[config.mk]
export PLATFORM = sky130hd
export DESIGN_NAME = note_interval_shortest_tracker
export DESIGN_NICKNAME = d
export VERILOG_FILES = /design/src/hw/rtl/ntrk_pkg.sv /design/src/hw/rtl/ntrk_ctrl.sv /design/src/hw/rtl/ntrk_dp.sv /design/src/hw/rtl/note_interval_shortest_tracker.sv
export SDC_FILE = /design/constraint.sdc
export NUM_CORES = 1
export LEC_CHECK = 0
export ABC_AREA = 1
export BUFFER_PORTS_ARGS = -buffer_cell sky130_fd_sc_hd__buf_2
export CORE_MARGIN = 2
export CORE_UTILIZATION = 65
export DETAILED_ROUTE_END_ITERATION = 10
export PLACE_DENSITY_LB_ADDON = 0.08
export SYNTH_ARGS = -nofsm -noshare
export SYNTH_HDL_FRONTEND = slang
export SYNTH_HIERARCHICAL = 1
export SYNTH_SLANG_ARGS = --single-unit
[constraint.sdc]
create_clock -name clock -period 23.8 [get_ports clock]
set_input_delay 2.38 -clock clock [delete_from_list [all_inputs] [get_ports clock]]
set_output_delay 2.38 -clock clock [all_outputs]
set_load 0.02 [all_outputs]
[src/hw/rtl/ntrk_pkg.sv]
// Shared types and constants for the note interval shortest tracker.
`timescale 1ns / 1ps
`default_nettype none

package ntrk_pkg;

   localparam int TICK_W      = 32;
   localparam int INDEX_W     = 6;
   localparam int COUNT_W     = 8;
   localparam int REQ_DATA_W  = 40;
   localparam int RSP_DATA_W  = 104;
   localparam int DIV_STEPS   = TICK_W;
   localparam int STEP_W      = $clog2(DIV_STEPS);
   localparam int NOTE_SLOTS  = 64;
   localparam int SLOT_CMP_W  = 9;

   localparam logic [TICK_W-1:0] INITIAL_SHORTEST_RESET = 32'd50000;

   typedef enum logic [2:0] {
      ST_IDLE,
      ST_EVAL,
      ST_DIV,
      ST_COMMIT,
      ST_OUT
   } state_type;

   typedef struct packed {
      logic capture;
      logic eval;
      logic div_step;
      logic commit;
      logic load_out;
   } cmd_type;

   typedef struct packed {
      logic need_div;
   } status_type;

endpackage

`default_nettype wire

[src/hw/rtl/ntrk_ctrl.sv]
// Controller state machine: sequences capture, update, division and output.
`timescale 1ns / 1ps
`default_nettype none

module ntrk_ctrl (
   input  wire                 clock,
   input  wire                 reset,
   input  wire                 req_tvalid,
   output logic                req_tready,
   output logic                rsp_tvalid,
   input  wire                 rsp_tready,
   input  ntrk_pkg::status_type status,
   output ntrk_pkg::cmd_type   cmd
);
   import ntrk_pkg::*;

   state_type          state_ff, state_in;
   logic [STEP_W-1:0]  step_ff, step_in;
   logic               rsp_tvalid_ff, rsp_tvalid_in;
   logic               out_free;

   always_ff @(posedge clock) begin
      if (reset) begin
         state_ff      <= ST_IDLE;
         step_ff       <= '0;
         rsp_tvalid_ff <= 1'b0;
      end else begin
         state_ff      <= state_in;
         step_ff       <= step_in;
         rsp_tvalid_ff <= rsp_tvalid_in;
      end
   end

   assign out_free   = !rsp_tvalid_ff || rsp_tready;
   assign req_tready = (state_ff == ST_IDLE);
   assign rsp_tvalid = rsp_tvalid_ff;

   always_comb begin
      state_in = state_ff;
      step_in  = step_ff;
      cmd      = '0;
      unique case (state_ff)
         ST_IDLE: begin
            if (req_tvalid) begin
               cmd.capture = 1'b1;
               state_in    = ST_EVAL;
            end
         end
         ST_EVAL: begin
            cmd.eval = 1'b1;
            step_in  = '0;
            state_in = status.need_div ? ST_DIV : ST_OUT;
         end
         ST_DIV: begin
            cmd.div_step = 1'b1;
            step_in      = step_ff + 1'b1;
            if (step_ff == STEP_W'(DIV_STEPS - 1)) begin
               state_in = ST_COMMIT;
            end
         end
         ST_COMMIT: begin
            cmd.commit = 1'b1;
            state_in   = ST_OUT;
         end
         ST_OUT: begin
            if (out_free) begin
               cmd.load_out = 1'b1;
               state_in     = ST_IDLE;
            end
         end
         default: begin
            state_in = ST_IDLE;
         end
      endcase
   end

   always_comb begin
      if (cmd.load_out) begin
         rsp_tvalid_in = 1'b1;
      end else if (rsp_tready) begin
         rsp_tvalid_in = 1'b0;
      end else begin
         rsp_tvalid_in = rsp_tvalid_ff;
      end
   end

endmodule

`default_nettype wire

[src/hw/rtl/ntrk_dp.sv]
// Datapath: tracker state, interval arithmetic, bit-serial divider, result register.
`timescale 1ns / 1ps
`default_nettype none

module ntrk_dp (
   input  wire                                clock,
   input  wire                                reset,
   input  ntrk_pkg::cmd_type                  cmd,
   output ntrk_pkg::status_type               status,
   input  wire [ntrk_pkg::TICK_W-1:0]         in_timestamp,
   input  wire [ntrk_pkg::INDEX_W-1:0]        in_note_index,
   input  wire                                cfg_wr_en,
   input  wire [ntrk_pkg::TICK_W-1:0]         cfg_wr_data,
   output logic                               out_interval_valid,
   output logic [ntrk_pkg::INDEX_W-1:0]       out_interval_slot,
   output logic [ntrk_pkg::TICK_W-1:0]        out_interval,
   output logic [ntrk_pkg::TICK_W-1:0]        out_shortest_average,
   output logic [ntrk_pkg::TICK_W-1:0]        out_total_time
);
   import ntrk_pkg::*;

   localparam logic [SLOT_CMP_W-1:0] SLOT_LIMIT = SLOT_CMP_W'(NOTE_SLOTS);

   logic [TICK_W-1:0]  init_short_ff;
   logic [TICK_W-1:0]  ts_ff;
   logic [INDEX_W-1:0] idx_ff;
   logic [TICK_W-1:0]  last_tick_ff;
   logic [COUNT_W-1:0] count_ff;
   logic [TICK_W-1:0]  sum_ff;
   logic [TICK_W-1:0]  est_ff;
   logic [TICK_W-1:0]  total_ff;
   logic [TICK_W-1:0]  quo_ff;
   logic [COUNT_W-1:0] rem_ff;
   logic [TICK_W-1:0]  res_interval_ff;
   logic [INDEX_W-1:0] res_slot_ff;
   logic               res_valid_ff;

   logic [TICK_W-1:0]  t_w;
   logic [TICK_W:0]    t15_w;
   logic [TICK_W:0]    e15_w;
   logic               is_start_w;
   logic               below_w;
   logic               restart_w;
   logic               add_w;
   logic [COUNT_W-1:0] cnt_base_w;
   logic [COUNT_W-1:0] cnt_next_w;
   logic [TICK_W-1:0]  sum_base_w;
   logic [TICK_W-1:0]  sum_next_w;
   logic [INDEX_W-1:0] slot_w;
   logic [COUNT_W:0]   trial_w;
   logic               trial_ge_w;
   logic [COUNT_W:0]   trial_diff_w;

   always_comb begin
      is_start_w = (idx_ff == '0);
      t_w        = ts_ff - last_tick_ff;
      t15_w      = {1'b0, t_w} + {2'b00, t_w[TICK_W-1:1]};
      e15_w      = {1'b0, est_ff} + {2'b00, est_ff[TICK_W-1:1]};
      below_w    = (t_w < est_ff);
      restart_w  = below_w && (t15_w < {1'b0, est_ff});
      add_w      = below_w || ({1'b0, t_w} < e15_w);
      cnt_base_w = restart_w ? '0 : count_ff;
      sum_base_w = restart_w ? '0 : sum_ff;
      // The count holds at its maximum so the divisor never wraps to zero.
      cnt_next_w = (cnt_base_w == '1) ? cnt_base_w : cnt_base_w + 1'b1;
      sum_next_w = sum_base_w + t_w;
      slot_w     = idx_ff - 1'b1;
      status.need_div = !is_start_w && add_w;
   end

   // One restoring division step: remainder stays below the 8-bit divisor.
   always_comb begin
      trial_w      = {rem_ff, quo_ff[TICK_W-1]};
      trial_ge_w   = (trial_w >= {1'b0, count_ff});
      trial_diff_w = trial_w - {1'b0, count_ff};
   end

   always_ff @(posedge clock) begin
      if (reset) begin
         init_short_ff <= INITIAL_SHORTEST_RESET;
         last_tick_ff  <= '0;
         count_ff      <= '0;
         sum_ff        <= '0;
         est_ff        <= '0;
         total_ff      <= '0;
      end else begin
         if (cfg_wr_en) begin
            init_short_ff <= cfg_wr_data;
         end
         if (cmd.eval) begin
            last_tick_ff <= ts_ff;
            if (is_start_w) begin
               total_ff <= '0;
               est_ff   <= init_short_ff;
               count_ff <= COUNT_W'(1);
            end else begin
               total_ff <= total_ff + t_w;
               if (add_w) begin
                  count_ff <= cnt_next_w;
                  sum_ff   <= sum_next_w;
               end
            end
         end
         if (cmd.commit) begin
            est_ff <= quo_ff;
         end
      end
   end

   always_ff @(posedge clock) begin
      if (cmd.capture) begin
         ts_ff  <= in_timestamp;
         idx_ff <= in_note_index;
      end
      if (cmd.eval) begin
         quo_ff <= sum_next_w;
         rem_ff <= '0;
         if (is_start_w) begin
            res_interval_ff <= '0;
            res_slot_ff     <= '0;
            res_valid_ff    <= 1'b0;
         end else begin
            res_interval_ff <= t_w;
            res_slot_ff     <= slot_w;
            res_valid_ff    <= ({{(SLOT_CMP_W-INDEX_W){1'b0}}, slot_w} < SLOT_LIMIT);
         end
      end else if (cmd.div_step) begin
         rem_ff <= trial_ge_w ? trial_diff_w[COUNT_W-1:0] : trial_w[COUNT_W-1:0];
         quo_ff <= {quo_ff[TICK_W-2:0], trial_ge_w};
      end
      if (cmd.load_out) begin
         out_interval_valid   <= res_valid_ff;
         out_interval_slot    <= res_slot_ff;
         out_interval         <= res_interval_ff;
         out_shortest_average <= est_ff;
         out_total_time       <= total_ff;
      end
   end

endmodule

`default_nettype wire

[src/hw/rtl/note_interval_shortest_tracker.sv]
// Top level of the note interval shortest tracker.
//
// Usage: each transaction on the req_ channel is one note event, with the
// tick timestamp and the note index packed in req_tdata. Index zero starts a
// recording; any other index measures the interval since the last event and
// may refine the running estimate of the shortest interval.
// Exactly one result transaction leaves on the rsp_ channel per event.
// An event that updates the estimate passes through the update, the
// bit-serial divider, the commit and the output load before rsp_tvalid
// rises; any other event goes from the update to the output load, which
// waits until the output register is free. req_tready returns with
// rsp_tvalid after the output load, so one event is in flight at a time.
// csr_wr_en with csr_wr_data sets the estimate loaded at a recording start;
// the user writes it only while no event is in flight; the block does not
// enforce this. Reset clears all tracker state and sets that register to 50000.
// The result waits in an output register while rsp_tready is low, and the
// block still accepts and processes the next event; that event's result is
// held back until the register is free.
`timescale 1ns / 1ps
`default_nettype none

module note_interval_shortest_tracker (
   input  wire                                  clock,
   input  wire                                  reset,
   input  wire                                  req_tvalid,
   output logic                                 req_tready,
   // timestamp [31:0], note_index [37:32], zero pad [39:38]
   input  wire [ntrk_pkg::REQ_DATA_W-1:0]       req_tdata,
   output logic                                 rsp_tvalid,
   input  wire                                  rsp_tready,
   // interval_slot [5:0], interval [37:6], shortest_average [69:38],
   // total_time [101:70], zero pad [103:102]
   output logic [ntrk_pkg::RSP_DATA_W-1:0]      rsp_tdata,
   // interval_valid [0]
   output logic                                 rsp_tuser,
   input  wire                                  csr_wr_en,
   input  wire [ntrk_pkg::TICK_W-1:0]           csr_wr_data
);
   import ntrk_pkg::*;

   cmd_type            cmd;
   status_type         status;
   logic [INDEX_W-1:0] out_slot;
   logic [TICK_W-1:0]  out_interval;
   logic [TICK_W-1:0]  out_average;
   logic [TICK_W-1:0]  out_total;

   ntrk_ctrl u_ctrl (
      .clock      (clock),
      .reset      (reset),
      .req_tvalid (req_tvalid),
      .req_tready (req_tready),
      .rsp_tvalid (rsp_tvalid),
      .rsp_tready (rsp_tready),
      .status     (status),
      .cmd        (cmd)
   );

   ntrk_dp u_dp (
      .clock                (clock),
      .reset                (reset),
      .cmd                  (cmd),
      .status               (status),
      .in_timestamp         (req_tdata[TICK_W-1:0]),
      .in_note_index        (req_tdata[TICK_W+INDEX_W-1:TICK_W]),
      .cfg_wr_en            (csr_wr_en),
      .cfg_wr_data          (csr_wr_data),
      .out_interval_valid   (rsp_tuser),
      .out_interval_slot    (out_slot),
      .out_interval         (out_interval),
      .out_shortest_average (out_average),
      .out_total_time       (out_total)
   );

   assign rsp_tdata = {2'b00, out_total, out_average, out_interval, out_slot};

endmodule

`default_nettype wire
==> flow_summary_export.csv, run 1 <==
group,metric,value,unit
global_route,grt_start_max_net_pins,103,
worst_setup_path,critical_path_required,24.23,ns
synthesis,synth.most_common_cell,"nand2_1",
route,antenna_left,0,
sta,rsz0062_at_grt,"false",
synthesis,synthCells,3062,
place,dp.cells,3707,
clock_network,cts.repair.resized,0,
worst_setup_path,cpPeakStageDelay,0.85,ns
route,drtIter0Drc,1649,
worst_hold_path,hold_path_startpoint,"u_dp/res_interval_ff[4]",
worst_hold_path,worstHoldPathCells,0,
synthesis,yosysTopAreaCell,"edfxtp_1",
layout,fill_cells,2832,
worst_setup_path,critPathKind,"reg -> reg",
floorplan,io_pins,184,
layout,drive_gt1_share,10.9,%
floorplan,die_h,200,um
place,gp_congestion,0.965,
layout,nNetsFinal,3584,
synthesis,synth_edf_count,212,
layout,stdcell_count,3784,
floorplan,fp-row-count,71,
floorplan,fp.dieW,200,um
worst_setup_path,rr_startpoint,"u_dp/ts_ff[0]",
sta,fin_crit_sh,42.2,%
synthesis,synth_warnings,6,
clock_network,clk_pin_slew_worst_paths,0.06,ns
synthesis,synth_area_leaders,"edfxtp_1 26%, dfxtp_1 15%, ha_1 13%",
synthesis,async_flop_share,0,%
synthesis,synth_area,0.0249,mm2
clock_network,cts_tree,"built",
sta,worst_pin_slew,1.09,ns
worst_setup_path,startpoint,"u_dp/ts_ff[0]",
worst_setup_path,worstPathArrival,10.48,ns
worst_setup_path,path_max_fanout,32,
sta,slew_viol_final,0,
synthesis,yosys_register_bits,397,
job,maxCapViolCount,0,
place,portBuffers,179,
sta,max_slew_margin,26.7,%
worst_setup_path,worstSetupStartpointType,"flop",
clock_network,hold_buffers,0,
route,drcViolationCount,0,
route,wl,70800,um
floorplan,die-area,0.0400,mm2
worst_hold_path,hold_path_end,"u_dp/out_interval[4]",
sta,layout_min_cycle_time,10.04,ns
synthesis,synth_cell_types,65,
clock_network,clkLatencyLatePin,0.59,ns
route,via_count,22300,
place,hpwl,51600,um
global_route,grt_pass1_wl,110000,um
clock_network,cts_setup_buffers,0,
synthesis,yosysSeqAreaShare,40.4,%
worst_setup_path,cp-end-kind,"flop",
synthesis,syn_avg_cell_area,8.15,um2
synthesis,synth_top_cells_by_count,"523 x nand2_1, 433 x a21oi_1, 390 x inv_1",
clock_network,ctsHtreeMaxLevel,2,
global_route,grt_antenna_before_repair,1,
worst_setup_path,r2r_cells,55,
worst_setup_path,r2r-end,"u_dp/quo_ff[26]",
sta,finalSetupTns,0,ns
clock_network,clock_path_buffers,3,
clock_network,cts_sinks,397,
worst_hold_path,hold_class,"reg -> reg",
sta,final_hold_viol_count,0,
floorplan,core-area,0.0378,mm2
clock_network,cts_buffers,42,
layout,synthToLayoutAreaGrowth,11.8,%
global_route,track_usage,35.5,%
route,routedWlPerCell,18.7,um
sta,finalSetupViolations,0,
clock_network,clockRootBuffer,"clkbuf_16",
layout,utilization,73.9,%
floorplan,start_util,66.1,%
synthesis,synth_ff_type,"edfxtp_1",
run_status,status,"finished clean",
route,via_per_inst,5.89,
layout,antenna_cells,0,
worst_setup_path,rrSetupSlack,13.76,ns
worst_setup_path,cp_slowest_cell,"xor2_1",
synthesis,synth_top_area_share,25.5,%
route,dr.pass1.iters,5,
sta,fmax,99.6,MHz
global_route,grt_remaining_overflow,0,
worst_setup_path,cp_common_cell,"nand2_1",
sta,skew,0.0215,ns
global_route,grt_pass1_vias,21200,
## per-stage QoR
stage / cell area [um2] / hold WS [ns] / worst slack [ns]
after floorplan: 25000 / 0.400 / 16.00
after global placement: 26400 / 0.403 / 14.23
after detailed placement: 26400 / 0.405 / 14.06
after CTS: 27900 / 0.413 / 13.95
after global routing: 27900 / 0.415 / 12.88
final: 27900 / 0.415 / 13.76
## layout make-up
| type | instances | area (um2) | share of cell area [%] |
|---|---|---|---|
| clock buffer | 60 | 1210 | 4.33 |
| sequential | 397 | 10100 | 36.1 |
| timing repair buffer | 210 | 1130 | 4.05 |
| multi-input combinational | 2186 | 13100 | 46.8 |
| tap | 511 | 639 | 2.29 |
| clock inverter | 17 | 270 | 0.969 |
| inverter | 403 | 1520 | 5.44 |
## sequential cells by signal (all words and copies together) (netlist names), 32 cells and up
signal and flops:
u_dp/out_shortest_average 32, u_dp/res_interval_ff 32, u_dp/total_ff 32, u_dp/sum_ff 32, u_dp/est_ff 32, u_dp/out_interval 32
u_dp/init_short_ff 32, u_dp/last_tick_ff 32, u_dp/out_total_time 32, u_dp/ts_ff 32, u_dp/quo_ff 32
## placed cells by master (no fill, tap or decap), types with 10 or more instances in the layout
cell | Yosys | final
xor2_1 | 69 | 69
nor2_2 | 11 | 12
o21bai_1 | 11 | 11
clkbuf_16 | 0 | 42
a21oi_1 | 433 | 433
buf_2 | 6 | 179
nand4_1 | 39 | 39
inv_1 | 390 | 389
inv_2 | 9 | 10
o21ai_1 | 16 | 16
ha_1 | 261 | 261
edfxtp_1 | 212 | 212
nor3_1 | 28 | 26
nor2_1 | 231 | 229
nor4_1 | 12 | 12
nand3_1 | 97 | 97
dfxtp_1 | 185 | 185
nand2_2 | 20 | 20
buf_4 | 3 | 31
xnor2_1 | 49 | 49
a21o_1 | 10 | 10
nand2_1 | 523 | 523
o21ai_0 | 258 | 258
## worst max path at each step
stage          slack (ns)              end  cells past startpoint
2_1_floorplan       16.00  u_dp/quo_ff[27]                     60
3_3_place_gp        14.23  u_dp/quo_ff[26]                     53
3_5_place_dp        14.06  u_dp/quo_ff[26]                     55
4_1_cts             13.95  u_dp/quo_ff[26]                     55
5_1_grt             12.88  u_dp/quo_ff[26]                     54
6_report            13.76  u_dp/quo_ff[26]                     55
## critical path: cells and delay by family (launching register included)
| family | cells | cell delay (ns) |
|---|---|---|
| simple gates | 23 | 2.25 |
| fa+ha+maj | 6 | 1.92 |
| xor+xnor | 3 | 1.31 |
| buf+inv | 7 | 0.70 |
| flops | 1 | 0.36 |
| compound gates | 16 | 3.35 |
## per-layer routing
metal / part of all wire (%) / vias up / wire length, um / GRT usage (%)
li1: - / 10800 / - / -
met1: 42 / 10400 / 29800 / 46.6
met2: 46 / 902 / 32300 / 57.4
met3: 7.7 / 214 / 5420 / 5.80
met4: 4.7 / 0 / 3310 / 17.2
met5: 0 / - / 0 / 0
## cells by family (layout without fill, tap and decap cells)
logic type                 Yosys count  in the layout  synth area share, %
other                                1              2               0.0150
buffers and inverters              480            690                 7.40
AOI/OAI and AO/OA                  805            805                 17.3
DFF                                397            397                 40.4
and+or+nand+nor                    992            992                 17.1
adders and majority gates          267            267                 13.6
xor gates and xnor gates           120            120                 4.27
Power of run 1 is left out: the tool's default activity adds up to more than one toggle a clock period on the data nets, which glitch-free logic cannot reach.
==> inputs of run 2 (changes only) <==
Settings changed: ABC_AREA 1 to 0, CORE_UTILIZATION 65 to 56.
Clock period 23.8 ns to 8.65 ns, I/O delays scaled along.
==> flow_summary_export.csv, run 2 <==
group,metric,value,unit
run_status,status,"finished with violations",
run_status,violations,"setup timing",
synthesis,async_flop_share,0,%
route,via_per_inst,5.79,
global_route,grt_remaining_overflow,0,
worst_setup_path,critPathKind,"reg -> reg",
clock_network,cts_sinks,397,
sta,fin_crit_sh,114,%
clock_network,clk_pin_slew_worst_paths,0.06,ns
layout,drive_gt1_share,25.6,%
worst_setup_path,cpPeakStageDelay,0.38,ns
route,wl,69900,um
layout,fill_cells,3283,
floorplan,fp-row-count,76,
layout,final-seq-area,0.0101,mm2
global_route,grt_start_max_net_pins,73,
route,dr.pass1.iters,5,
sta,slew_viol_final,0,
clock_network,ctsHtreeMaxLevel,2,
synthesis,synth_area_leaders,"edfxtp_1 26%, dfxtp_1 15%, ha_1 13%",
synthesis,synth_ff_type,"edfxtp_1",
synthesis,synth_cell_types,84,
place,portBuffers,179,
sta,layout_min_cycle_time,9.87,ns
worst_setup_path,path_max_fanout,8,
floorplan,die-area,0.0452,mm2
synthesis,yosysTopAreaCell,"edfxtp_1",
place,hpwl,51100,um
worst_setup_path,critical_path_required,8.94,ns
clock_network,cts_buffers,42,
worst_setup_path,worstPathArrival,10.15,ns
worst_setup_path,cp-end-kind,"flop",
clock_network,hold_buffers,0,
sta,fmax,101,MHz
synthesis,synthCells,2457,
sta,finalSetupViolations,46,
synthesis,yosysSeqAreaShare,41.3,%
sta,skew,0.0410,ns
sta,worst_pin_slew,1.14,ns
layout,synthToLayoutAreaGrowth,26.1,%
synthesis,syn_avg_cell_area,9.92,um2
route,drcViolationCount,0,
clock_network,cts_tree,"built",
floorplan,fp.dieW,213,um
route,routedWlPerCell,19.6,um
worst_hold_path,hold_class,"reg -> reg",
layout,nNetsFinal,3290,
floorplan,core-area,0.0430,mm2
layout,layout_commonest_cell,"buf_4",
place,gp_congestion,0.916,
worst_setup_path,startpoint,"u_dp/ts_ff[0]",
worst_setup_path,rr_startpoint,"u_dp/ts_ff[0]",
layout,layout_common_cells,"326 x buf_4, 249 x nor2_1, 245 x ha_1, 212 x edfxtp_1, 185 x dfxtp_1",
floorplan,die_h,213,um
sta,whs,0.417,ns
synthesis,yosys_register_bits,397,
global_route,grt_antenna_before_repair,1,
layout,utilization,71.5,%
synthesis,synth.most_common_cell,"ha_1",
route,via_count,20700,
synthesis,synth_edf_count,212,
synthesis,synth_top_cells_by_count,"261 x ha_1, 258 x nor2_1, 212 x edfxtp_1",
sta,fin_ws,-1.22,ns
route,drtIter0Drc,1348,
job,maxCapViolCount,0,
synthesis,synth_top_area_share,26.1,%
layout,stdcell_count,3566,
global_route,grt_pass1_wl,109000,um
worst_hold_path,hold_path_startpoint,"u_dp/res_interval_ff[2]",
sta,max_slew_margin,23.8,%
route,antenna_left,0,
global_route,track_usage,30.7,%
global_route,grt_pass1_vias,20600,
floorplan,start_util,56.7,%
layout,multi_input_area,0.0145,mm2
clock_network,clockRootBuffer,"clkbuf_16",
worst_setup_path,cp_slowest_cell,"edfxtp_1",
worst_setup_path,cp_common_cell,"o211ai_1",
place,dp.cells,3440,
clock_network,clkLatencyLatePin,0.59,ns
worst_setup_path,worstSetupStartpointType,"flop",
synthesis,synth_warnings,6,
sta,rsz0062_at_grt,"true",
sta,final_hold_viol_count,0,
clock_network,clock_path_buffers,3,
synthesis,synth_area,0.0244,mm2
place,pre_cts_ws,-1.54,ns
floorplan,io_pins,184,
## run 2: changes by cell type in the layout (fill, tap and decap cells not counted), sizes merged, moves of 32 or more
cell    previous run  this run
nand2            547       113
buf              210       525
inv              402       133
a21oi            440       182
o21ai            275        99
mux2i              0       115
a21o              10        95
nand3            105        37
nor2b              0        60
a211oi             8        66
xnor2             49        94
and2               1        38
nand2b             1        33
## run 2: critical path: cells and delay by family, from the launching register on
family,cells,cell delay (ns)
compound gates,29,5.87
xor+xnor,2,0.35
fa+ha+maj,5,1.31
buf+inv,5,0.50
flops,1,0.38
mux,1,0.21
simple gates,7,0.90
## run 2: layout make-up
type / instances / area share (%)
clock inverters: 16 / 0.452
clock buffers: 62 / 3.86
well taps: 585 / 2.38
multi-input cells: 1847 / 47.1
inverters: 132 / 1.64
diodes: 1 / 0.00815
repair buffers: 526 / 11.8
flip-flops and latches: 397 / 32.8
## run 2: worst paths after layout
path | to | slack [ns] | cells after the start
setup / recovery | u_dp/quo_ff[31] | -1.22 | 49
hold reg to reg | u_dp/out_interval[2] | 0.42 | 0
setup reg to reg | u_dp/quo_ff[31] | -1.22 | 49
hold / removal | u_dp/out_interval[2] | 0.42 | 0
## run 2: kinds of logic after synthesis
| kind of cell | after synthesis | synth area share (%) |
|---|---|---|
| AND/OR/NAND/NOR | 654 | 12.8 |
| AO/OA/AOI/OAI | 643 | 17.5 |
| flip-flops | 397 | 41.3 |
| adder cells (fa/ha/maj) | 267 | 13.9 |
| buffers and inverters | 214 | 3.42 |
| multiplexers | 143 | 6.02 |
| XOR/XNOR | 138 | 5.05 |
| other | 1 | 0.0154 |
## run 2: stage by stage
step | TNS, ns | instance area (um2)
detailed placement | -37.47 | 28100
CTS | -22.75 | 30100
global route | -53.37 | 30700
global placement | -29.45 | 28100
finish | -28.09 | 30700
floorplan | -6.23 | 24500
## run 2: timing repair
action	CTS	global route
cloned	0	1
gates resized for setup	86	98
buffers inserted	34	23
pin swaps	68	39
endpoints found under the setup margin	48	62
## run 2: routing by layer
metal  share of wire [%]  track usage [%]
met1                  45             41.6
met2                  48             52.0
met3                 5.0             3.49
met4                 2.5             8.44
met5                   0                0
Power of run 2 is left out for the same reason.
